`src/rtl/core/pps_pkg.sv`:
```
// ----------------------------------------------------------------------------
// Preemptive priority scheduler package
// Shared types, codes and default sizes for the scheduler core.
// ----------------------------------------------------------------------------
package pps_pkg;

    localparam int MAX_TASKS_DEF     = 8;
    localparam int BURST_BITS_DEF    = 12;
    localparam int PRIORITY_BITS_DEF = 4;

    localparam int ID_W     = 8;
    localparam int TIME_W   = 16;
    localparam int STATUS_W = 3;

    localparam logic MODE_ADMIT = 1'b0;
    localparam logic MODE_TICK  = 1'b1;

    typedef enum logic [2:0] {
        ST_IDLE,
        ST_ADMIT,
        ST_SCAN,
        ST_SCAN_LAST,
        ST_RUN
    } state_t;

    typedef enum logic [STATUS_W-1:0] {
        STAT_ADMITTED   = 3'd0,
        STAT_FULL       = 3'd1,
        STAT_ZERO_BURST = 3'd2,
        STAT_IDLE_TICK  = 3'd3,
        STAT_RAN        = 3'd4,
        STAT_DONE       = 3'd5
    } status_t;

endpackage

```
`src/rtl/core/preemptive_priority_scheduler.sv`:
```
// An admit ends at once on a zero burst, else walks the task table from slot 0 to
// the first free or the last slot; a tick scans every slot via the single registered
// read port, then runs the best task. Items wait until the current result is written.
// A new item is taken while the previous result still waits in the output register.
// Reset clears the valid bits, the time counter and all control state; the
// task table itself is not cleared.
// ----------------------------------------------------------------------------
// Preemptive priority scheduler
// Admits tasks into a small table and, on each tick, runs the ready task with
// the lowest priority number for one unit, reporting completion statistics.
// ----------------------------------------------------------------------------
module preemptive_priority_scheduler #(
    parameter int MAX_TASKS     = pps_pkg::MAX_TASKS_DEF,
    parameter int BURST_BITS    = pps_pkg::BURST_BITS_DEF,
    parameter int PRIORITY_BITS = pps_pkg::PRIORITY_BITS_DEF
) (
    input  logic                          clk,
    input  logic                          rst_n,
    input  logic                          item_valid,
    output logic                          item_ready,
    input  logic                          mode,
    input  logic [pps_pkg::ID_W-1:0]      task_id,
    input  logic [PRIORITY_BITS-1:0]      task_priority,
    input  logic [BURST_BITS-1:0]         burst_length,
    output logic                          result_valid,
    input  logic                          result_ready,
    output logic [pps_pkg::STATUS_W-1:0]  status,
    output logic [pps_pkg::ID_W-1:0]      running_id,
    output logic [BURST_BITS-1:0]         remaining_burst,
    output logic [pps_pkg::TIME_W-1:0]    turnaround_ticks,
    output logic [pps_pkg::TIME_W-1:0]    waiting_time,
    output logic [pps_pkg::TIME_W-1:0]    current_time
);

    localparam int IDX_W = $clog2(MAX_TASKS);
    localparam logic [IDX_W-1:0] LAST_IDX = IDX_W'(MAX_TASKS - 1);
    localparam int ID_W   = pps_pkg::ID_W;
    localparam int TIME_W = pps_pkg::TIME_W;

    pps_pkg::state_t state_reg, state_next;
    logic [IDX_W-1:0] idx_reg, idx_next;

    logic [ID_W-1:0]          item_id_reg, item_id_next;
    logic [PRIORITY_BITS-1:0] item_prio_reg, item_prio_next;
    logic [BURST_BITS-1:0]    item_burst_reg, item_burst_next;

    logic [MAX_TASKS-1:0] valid_reg, valid_next;
    logic [TIME_W-1:0]    time_reg, time_next;

    logic [ID_W-1:0]          mem_id   [MAX_TASKS];
    logic [PRIORITY_BITS-1:0] mem_prio [MAX_TASKS];
    logic [TIME_W-1:0]        mem_arr  [MAX_TASKS];
    logic [BURST_BITS-1:0]    mem_orig [MAX_TASKS];
    logic [BURST_BITS-1:0]    mem_rem  [MAX_TASKS];

    logic [ID_W-1:0]          rd_id_reg;
    logic [PRIORITY_BITS-1:0] rd_prio_reg;
    logic [TIME_W-1:0]        rd_arr_reg;
    logic [BURST_BITS-1:0]    rd_orig_reg;
    logic [BURST_BITS-1:0]    rd_rem_reg;

    logic             wr_all_en;
    logic             wr_rem_en;
    logic [IDX_W-1:0] wr_addr;
    logic [BURST_BITS-1:0] wr_rem_data;

    logic             cand_en_reg, cand_en_next;
    logic             cand_valid_reg, cand_valid_next;
    logic [IDX_W-1:0] cand_slot_reg, cand_slot_next;

    logic                     best_found_reg, best_found_next;
    logic [IDX_W-1:0]         best_slot_reg, best_slot_next;
    logic [ID_W-1:0]          best_id_reg, best_id_next;
    logic [PRIORITY_BITS-1:0] best_prio_reg, best_prio_next;
    logic [TIME_W-1:0]        best_arr_reg, best_arr_next;
    logic [BURST_BITS-1:0]    best_orig_reg, best_orig_next;
    logic [BURST_BITS-1:0]    best_rem_reg, best_rem_next;
    logic [TIME_W-1:0]        best_age_reg, best_age_next;

    logic                  res_valid_reg, res_valid_next;
    pps_pkg::status_t      res_status_reg, res_status_next;
    logic [ID_W-1:0]       res_id_reg, res_id_next;
    logic [BURST_BITS-1:0] res_rem_reg, res_rem_next;
    logic [TIME_W-1:0]     res_tat_reg, res_tat_next;
    logic [TIME_W-1:0]     res_wt_reg, res_wt_next;
    logic [TIME_W-1:0]     res_time_reg, res_time_next;

    logic                  out_free;
    logic                  accept;
    logic [TIME_W-1:0]     cand_age;
    logic                  take;
    logic [TIME_W-1:0]     time_inc;
    logic [BURST_BITS-1:0] new_rem;
    logic [31:0]           orig_wide;
    logic [TIME_W-1:0]     tat;

    assign out_free  = !res_valid_reg || result_ready;
    assign cand_age  = time_reg - rd_arr_reg;
    assign take      = cand_en_reg && cand_valid_reg &&
                       (!best_found_reg || (rd_prio_reg < best_prio_reg) ||
                        ((rd_prio_reg == best_prio_reg) && (cand_age > best_age_reg)));
    assign time_inc  = time_reg + TIME_W'(1);
    assign new_rem   = best_rem_reg - BURST_BITS'(1);
    assign orig_wide = 32'(best_orig_reg);
    assign tat       = time_inc - best_arr_reg;

    always_comb
    begin
        state_next = state_reg;
        case (state_reg)
            pps_pkg::ST_IDLE:
            begin
                if (item_valid)
                begin
                    state_next = (mode == pps_pkg::MODE_TICK) ? pps_pkg::ST_SCAN
                                                              : pps_pkg::ST_ADMIT;
                end
            end
            pps_pkg::ST_ADMIT:
            begin
                if (out_free && ((item_burst_reg == '0) || !valid_reg[idx_reg] ||
                                 (idx_reg == LAST_IDX)))
                begin
                    state_next = pps_pkg::ST_IDLE;
                end
            end
            pps_pkg::ST_SCAN:
            begin
                if (idx_reg == LAST_IDX)
                begin
                    state_next = pps_pkg::ST_SCAN_LAST;
                end
            end
            pps_pkg::ST_SCAN_LAST:
            begin
                state_next = pps_pkg::ST_RUN;
            end
            pps_pkg::ST_RUN:
            begin
                if (out_free)
                begin
                    state_next = pps_pkg::ST_IDLE;
                end
            end
            default:
            begin
                state_next = pps_pkg::ST_IDLE;
            end
        endcase
    end

    always_comb
    begin
        item_ready      = (state_reg == pps_pkg::ST_IDLE);
        accept          = item_valid && item_ready;
        idx_next        = idx_reg;
        item_id_next    = item_id_reg;
        item_prio_next  = item_prio_reg;
        item_burst_next = item_burst_reg;
        valid_next      = valid_reg;
        time_next       = time_reg;
        wr_all_en       = 1'b0;
        wr_rem_en       = 1'b0;
        wr_addr         = idx_reg;
        wr_rem_data     = new_rem;
        cand_en_next    = 1'b0;
        cand_valid_next = cand_valid_reg;
        cand_slot_next  = cand_slot_reg;
        best_found_next = best_found_reg;
        best_slot_next  = best_slot_reg;
        best_id_next    = best_id_reg;
        best_prio_next  = best_prio_reg;
        best_arr_next   = best_arr_reg;
        best_orig_next  = best_orig_reg;
        best_rem_next   = best_rem_reg;
        best_age_next   = best_age_reg;
        res_valid_next  = res_valid_reg && !result_ready;
        res_status_next = res_status_reg;
        res_id_next     = res_id_reg;
        res_rem_next    = res_rem_reg;
        res_tat_next    = res_tat_reg;
        res_wt_next     = res_wt_reg;
        res_time_next   = res_time_reg;

        if (take)
        begin
            best_found_next = 1'b1;
            best_slot_next  = cand_slot_reg;
            best_id_next    = rd_id_reg;
            best_prio_next  = rd_prio_reg;
            best_arr_next   = rd_arr_reg;
            best_orig_next  = rd_orig_reg;
            best_rem_next   = rd_rem_reg;
            best_age_next   = cand_age;
        end

        case (state_reg)
            pps_pkg::ST_IDLE:
            begin
                if (accept)
                begin
                    item_id_next    = task_id;
                    item_prio_next  = task_priority;
                    item_burst_next = burst_length;
                    idx_next        = '0;
                    best_found_next = 1'b0;
                end
            end
            pps_pkg::ST_ADMIT:
            begin
                if (out_free)
                begin
                    res_id_next   = '0;
                    res_rem_next  = '0;
                    res_tat_next  = '0;
                    res_wt_next   = '0;
                    res_time_next = time_reg;
                    if (item_burst_reg == '0)
                    begin
                        res_valid_next  = 1'b1;
                        res_status_next = pps_pkg::STAT_ZERO_BURST;
                    end
                    else if (!valid_reg[idx_reg])
                    begin
                        wr_all_en           = 1'b1;
                        valid_next[idx_reg] = 1'b1;
                        res_valid_next      = 1'b1;
                        res_status_next     = pps_pkg::STAT_ADMITTED;
                    end
                    else if (idx_reg == LAST_IDX)
                    begin
                        res_valid_next  = 1'b1;
                        res_status_next = pps_pkg::STAT_FULL;
                    end
                    else
                    begin
                        idx_next = idx_reg + IDX_W'(1);
                    end
                end
            end
            pps_pkg::ST_SCAN:
            begin
                cand_en_next    = 1'b1;
                cand_valid_next = valid_reg[idx_reg];
                cand_slot_next  = idx_reg;
                if (idx_reg != LAST_IDX)
                begin
                    idx_next = idx_reg + IDX_W'(1);
                end
            end
            pps_pkg::ST_SCAN_LAST:
            begin
                cand_en_next = 1'b0;
            end
            pps_pkg::ST_RUN:
            begin
                if (out_free)
                begin
                    time_next      = time_inc;
                    res_valid_next = 1'b1;
                    res_time_next  = time_inc;
                    res_tat_next   = '0;
                    res_wt_next    = '0;
                    if (!best_found_reg)
                    begin
                        res_status_next = pps_pkg::STAT_IDLE_TICK;
                        res_id_next     = '0;
                        res_rem_next    = '0;
                    end
                    else
                    begin
                        wr_rem_en    = 1'b1;
                        wr_addr      = best_slot_reg;
                        res_id_next  = best_id_reg;
                        res_rem_next = new_rem;
                        if (new_rem == '0)
                        begin
                            valid_next[best_slot_reg] = 1'b0;
                            res_status_next = pps_pkg::STAT_DONE;
                            res_tat_next    = tat;
                            res_wt_next     = tat - orig_wide[TIME_W-1:0];
                        end
                        else
                        begin
                            res_status_next = pps_pkg::STAT_RAN;
                        end
                    end
                end
            end
            default:
            begin
                idx_next = '0;
            end
        endcase
    end

    always_ff @(posedge clk or negedge rst_n)
    begin
        if (!rst_n)
        begin
            state_reg      <= pps_pkg::ST_IDLE;
            idx_reg        <= '0;
            valid_reg      <= '0;
            time_reg       <= '0;
            cand_en_reg    <= 1'b0;
            best_found_reg <= 1'b0;
            res_valid_reg  <= 1'b0;
        end
        else
        begin
            state_reg      <= state_next;
            idx_reg        <= idx_next;
            valid_reg      <= valid_next;
            time_reg       <= time_next;
            cand_en_reg    <= cand_en_next;
            best_found_reg <= best_found_next;
            res_valid_reg  <= res_valid_next;
        end
    end

    always_ff @(posedge clk)
    begin
        item_id_reg     <= item_id_next;
        item_prio_reg   <= item_prio_next;
        item_burst_reg  <= item_burst_next;
        cand_valid_reg  <= cand_valid_next;
        cand_slot_reg   <= cand_slot_next;
        best_slot_reg   <= best_slot_next;
        best_id_reg     <= best_id_next;
        best_prio_reg   <= best_prio_next;
        best_arr_reg    <= best_arr_next;
        best_orig_reg   <= best_orig_next;
        best_rem_reg    <= best_rem_next;
        best_age_reg    <= best_age_next;
        res_status_reg  <= res_status_next;
        res_id_reg      <= res_id_next;
        res_rem_reg     <= res_rem_next;
        res_tat_reg     <= res_tat_next;
        res_wt_reg      <= res_wt_next;
        res_time_reg    <= res_time_next;
    end

    // The task table: one write port, one registered read port driven by the scan index.
    always_ff @(posedge clk)
    begin
        if (wr_all_en)
        begin
            mem_id[wr_addr]   <= item_id_reg;
            mem_prio[wr_addr] <= item_prio_reg;
            mem_arr[wr_addr]  <= time_reg;
            mem_orig[wr_addr] <= item_burst_reg;
            mem_rem[wr_addr]  <= item_burst_reg;
        end
        else if (wr_rem_en)
        begin
            mem_rem[wr_addr] <= wr_rem_data;
        end
        rd_id_reg   <= mem_id[idx_reg];
        rd_prio_reg <= mem_prio[idx_reg];
        rd_arr_reg  <= mem_arr[idx_reg];
        rd_orig_reg <= mem_orig[idx_reg];
        rd_rem_reg  <= mem_rem[idx_reg];
    end

    assign result_valid     = res_valid_reg;
    assign status           = res_status_reg;
    assign running_id       = res_id_reg;
    assign remaining_burst  = res_rem_reg;
    assign turnaround_ticks = res_tat_reg;
    assign waiting_time     = res_wt_reg;
    assign current_time     = res_time_reg;

    // Time moves only when a tick completes.
    a_time_on_tick: assert property (@(posedge clk) disable iff (!rst_n)
        (state_reg == pps_pkg::ST_RUN && out_free) |=> (time_reg == $past(time_inc)))
        else $error("Time counter did not advance on a completed tick.");

    a_time_on_admit: assert property (@(posedge clk) disable iff (!rst_n)
        (state_reg == pps_pkg::ST_ADMIT) |=> (time_reg == $past(time_reg)))
        else $error("Time counter changed during an admit.");

    a_completion_frees_slot: assert property (@(posedge clk) disable iff (!rst_n)
        (state_reg == pps_pkg::ST_RUN && out_free && best_found_reg &&
         best_rem_reg == BURST_BITS'(1))
        |=> ($countones(valid_reg) + 1 == $countones($past(valid_reg))))
        else $error("A completed task did not leave the table.");

    a_admit_fills_slot: assert property (@(posedge clk) disable iff (!rst_n)
        (wr_all_en) |=> ($countones(valid_reg) == $countones($past(valid_reg)) + 1))
        else $error("An admitted task did not occupy a free slot.");

endmodule
```
`config.mk`:
```
export PLATFORM = sky130hd
export DESIGN_NAME = preemptive_priority_scheduler
export DESIGN_NICKNAME = d
export VERILOG_FILES = /design/src/rtl/core/pps_pkg.sv /design/src/rtl/core/preemptive_priority_scheduler.sv
export SDC_FILE = /design/constraint.sdc
export NUM_CORES = 1
export LEC_CHECK = 0
export BUFFER_PORTS_ARGS = -buffer_cell sky130_fd_sc_hd__buf_2
export CAP_MARGIN = 20
export CORE_MARGIN = 3
export CORE_UTILIZATION = 55
export CTS_BUF_LIST = sky130_fd_sc_hd__clkbuf_8 sky130_fd_sc_hd__clkbuf_16
export CTS_CLUSTER_DIAMETER = 120
export DETAILED_ROUTE_END_ITERATION = 10
export GPL_TIMING_DRIVEN = 0
export PLACE_DENSITY = 0.81
export SETUP_SLACK_MARGIN = 0.15
export SLEW_MARGIN = 10
export SYNTH_ARGS = -nofsm -noshare
export SYNTH_HDL_FRONTEND = slang
export SYNTH_SLANG_ARGS = --single-unit
```
`constraint.sdc`:
```
create_clock -name clk -period 17.8 [get_ports clk]
set_input_delay 0.89 -clock clk [delete_from_list [all_inputs] [get_ports clk]]
set_output_delay 0.89 -clock clk [all_outputs]
set_load 0.05 [all_outputs]
```
==> results.sh <==
export IMPL_critPathMostFrequentCell="nor2_1"
export IMPL_synth_top_family_by_area="compound AO/OA/AOI/OAI gates"
export IMPL_status="completed"
export IMPL_die_w_um=225
export IMPL_vias=16500
export IMPL_fin_crit_sh_pct=31.8
export IMPL_tritoncts="built"
export IMPL_grt_max_degree=34
export IMPL_clkSinkCount=671
export IMPL_async_flop_share_pct=4.92
export IMPL_yosys_area_share_simple_pct=6.86
export IMPL_grtUsageTotal_pct=26.3
export IMPL_largest_register="mem_arr"
export IMPL_ys_seq_elements=671
export IMPL_antenna_cells=0
export IMPL_yosysWarningCount=0
export IMPL_synth_ff_type="edfxtp_1"
export IMPL_finish_utilization_pct=64.4
export IMPL_drcViolationCount=0
export IMPL_critical_path_class="reg -> reg"
export IMPL_timing_critical_path_from="time_reg[0]"
export IMPL_synth_compound_area_share_pct=10.1
export IMPL_slew_viol_final=0
export IMPL_numCtsBuffers=66
export IMPL_crit_fanout=22
export IMPL_synth_edff_count=586
export IMPL_slew_headroom_pct=17.8
export IMPL_htree_num_levels=3
export IMPL_synthCells=1731
export IMPL_start_util_pct=56.1
export IMPL_cts_resized=0
export IMPL_postSynthAreaPerCell_um2=15.2
export IMPL_routedWlPerCell_um=25.6
export IMPL_yosysMostFrequentCell="edfxtp_1"
export IMPL_grt_ovfl_total=0
export IMPL_skew_ns=0.0384
export IMPL_root_buffer="clkbuf_16"
export IMPL_reg_top3="mem_arr: 128 flops, mem_orig: 96 flops, mem_rem: 96 flops"
export IMPL_drt_iter0_drc=2447
export IMPL_tightest_slew_ns=1.23
export IMPL_max_cap_violations=0
export IMPL_ys_top_cells_by_area="edfxtp_1 67%, a22oi_1 5.9%, dfxtp_1 4.0%"
export IMPL_cpMaxStageDelayCell="dfrtp_1"
export IMPL_io_pins=102
export IMPL_cp_cell_sequence="inv_1, ha_1, fa_1, nand2b_1, a21oi_1, o21ai_0, a21oi_1, o2111ai_1, a21boi_0, nor2_1, xnor2_1, ha_1, nand2_1, nor2_1, nand3_1, nor2_1, a221oi_1, o21ai_0, a31oi_4, buf_16, buf_12"
export IMPL_dpl_hpwl_mm=43.1
export IMPL_worst_path_buf_inv=3
export IMPL_clk_path_buf_depth=3
export IMPL_fp_dieH_um=225
export IMPL_routed_wl_mm=66.0
export IMPL_synth_common_cells="586 x edfxtp_1, 208 x a22oi_1, 116 x nor2_1"
export IMPL_crit_path_max_incr_delay_ns=0.67
export IMPL_nFillCells=3153
export IMPL_leakagePower_uw=0.0107
export IMPL_die_area_um2=50400
export IMPL_endpoint_kind="register"
export IMPL_period_minus_slack_ns=5.65
export IMPL_rr_endpoint="best_slot_reg[1]"
export IMPL_hp_class="in -> async"
export IMPL_ys_types=64
export IMPL_rsz0062_at_grt="false"
export IMPL_nets=2019
export IMPL_antenna_found_initial=0
export IMPL_start_kind="register"
export IMPL_whs_ns=0.391
export IMPL_area_growth_pct=14.9
export IMPL_r2r_cells=21
export IMPL_yosysTopAreaCell="edfxtp_1"
export IMPL_num_rows=79
export IMPL_r2r_start="time_reg[0]"
export IMPL_gp_congestion=0.899
export IMPL_r2r_slack_ns=12.15
export IMPL_grt_pass1_vias=16500
export IMPL_worst_path_stages=21
export IMPL_syn_area_um2=26300
export IMPL_setup_viol=0
export IMPL_muxShareOfSynthArea_pct=0.257
export IMPL_yosysTopAreaCellShare_pct=67.0
export IMPL_fin_setup_tns_ns=0
export IMPL_cts_clk_slew_worst_paths_ns=0.06
export IMPL_grt_pass1_wl_mm=98.5
export IMPL_hold_buffers=0
export IMPL_timing_fmax_ghz=0.177
export IMPL_hold_violations=0
export IMPL_power_density_nw_per_um2=166
export IMPL_largest_register_ffs=128
export IMPL_synth_xor_area_share_pct=2.87
export IMPL_critical_path_required_ns=18.08
export IMPL_firstDrtPassIters=5
export IMPL_synth_seq_area_share_pct=74.1
export IMPL_synth_fa_ha_area_share_pct=3.42
export IMPL_io_buffers=101
export IMPL_p_total_uw=5000
export IMPL_worstSkewPairLatency_ns=0.61
export IMPL_drive_above_1_share_pct=12.9
export IMPL_synthesis_nets=1830
export IMPL_core_area_um2=46900
export IMPL_drtAntennaViolNets=0
export IMPL_cts_setup_buffers=0
export IMPL_ir_drop_uv=73.7
export IMPL_crit_family="compound AO/OA/AOI/OAI gates"
export IMPL_viasPerCell=6.40
export IMPL_cp_data_arrival_time_ns=5.93
stage by stage:
stage | worst slack [ns] | std cells | cell area [um2]
after floorplan | 10.13 | 1731 | 26300
after global placement | 7.10 | 2439 | 27500
after detailed placement | 12.22 | 2457 | 28000
after CTS | 12.19 | 2579 | 30200
after global routing | 11.64 | 2581 | 30200
final | 12.15 | 2581 | 30200
final cells by class:
| cell class | instances | area, um2 | share of cell area (%) |
|---|---|---|---|
| Timing Repair Buffer | 121 | 886 | 2.93 |
| Clock inverter | 44 | 347 | 1.15 |
| Multi-Input combinational cell | 899 | 6260 | 20.7 |
| Sequential cell | 671 | 19500 | 64.5 |
| Inverter | 84 | 315 | 1.04 |
| Clock buffer | 78 | 1840 | 6.09 |
| Buffer | 77 | 318 | 1.05 |
| Tap cell | 607 | 759 | 2.52 |
cell families (layout without fill, tap and decap cells):
kind of cell,Yosys count,after routing
flops,671,671
compound gates,377,377
simple gates,362,362
buf+inv,161,404
xor+xnor,86,86
fa+ha+maj,70,70
mux,4,4
worst max-delay path by stage:
stage | to | slack [ns]
floorplan | best_age_reg[0] | 10.13
global placement | best_rem_reg[4] | 7.10
detailed placement | best_rem_reg[4] | 12.22
CTS | best_rem_reg[8] | 12.19
global route | best_slot_reg[0] | 11.64
finish | best_slot_reg[1] | 12.15
power breakdown:
part	switching, uW	total, uW	leakage [uW]	internal [uW]
clock network	588	1390	0.00114	800
registers	131	2200	0.00616	2070
logic	990	1410	0.00342	424
metal layers:
layer | wire length (um) | track usage [%] | up-vias | part of all wire, %
li1 | - | - | 7051 | -
met1 | 24100 | 34.4 | 8032 | 36
met2 | 31100 | 42.2 | 1212 | 47
met3 | 8070 | 6.38 | 232 | 12
met4 | 2850 | 12.0 | 0 | 4.3
met5 | 0 | 0 | - | 0
cell usage in the layout, fill, tap and decap left out, types with 60 or more instances in the layout:
master	synthesis	final
edfxtp_1	586	586
a22oi_1	208	208
buf_2	2	104
nor2_1	116	103
inv_1	84	102
clkbuf_1	68	68
clkbuf_16	0	68
ha_1	67	67
nand2_1	63	63
nand4_1	60	60
Power figures use the tool's default switching activity.
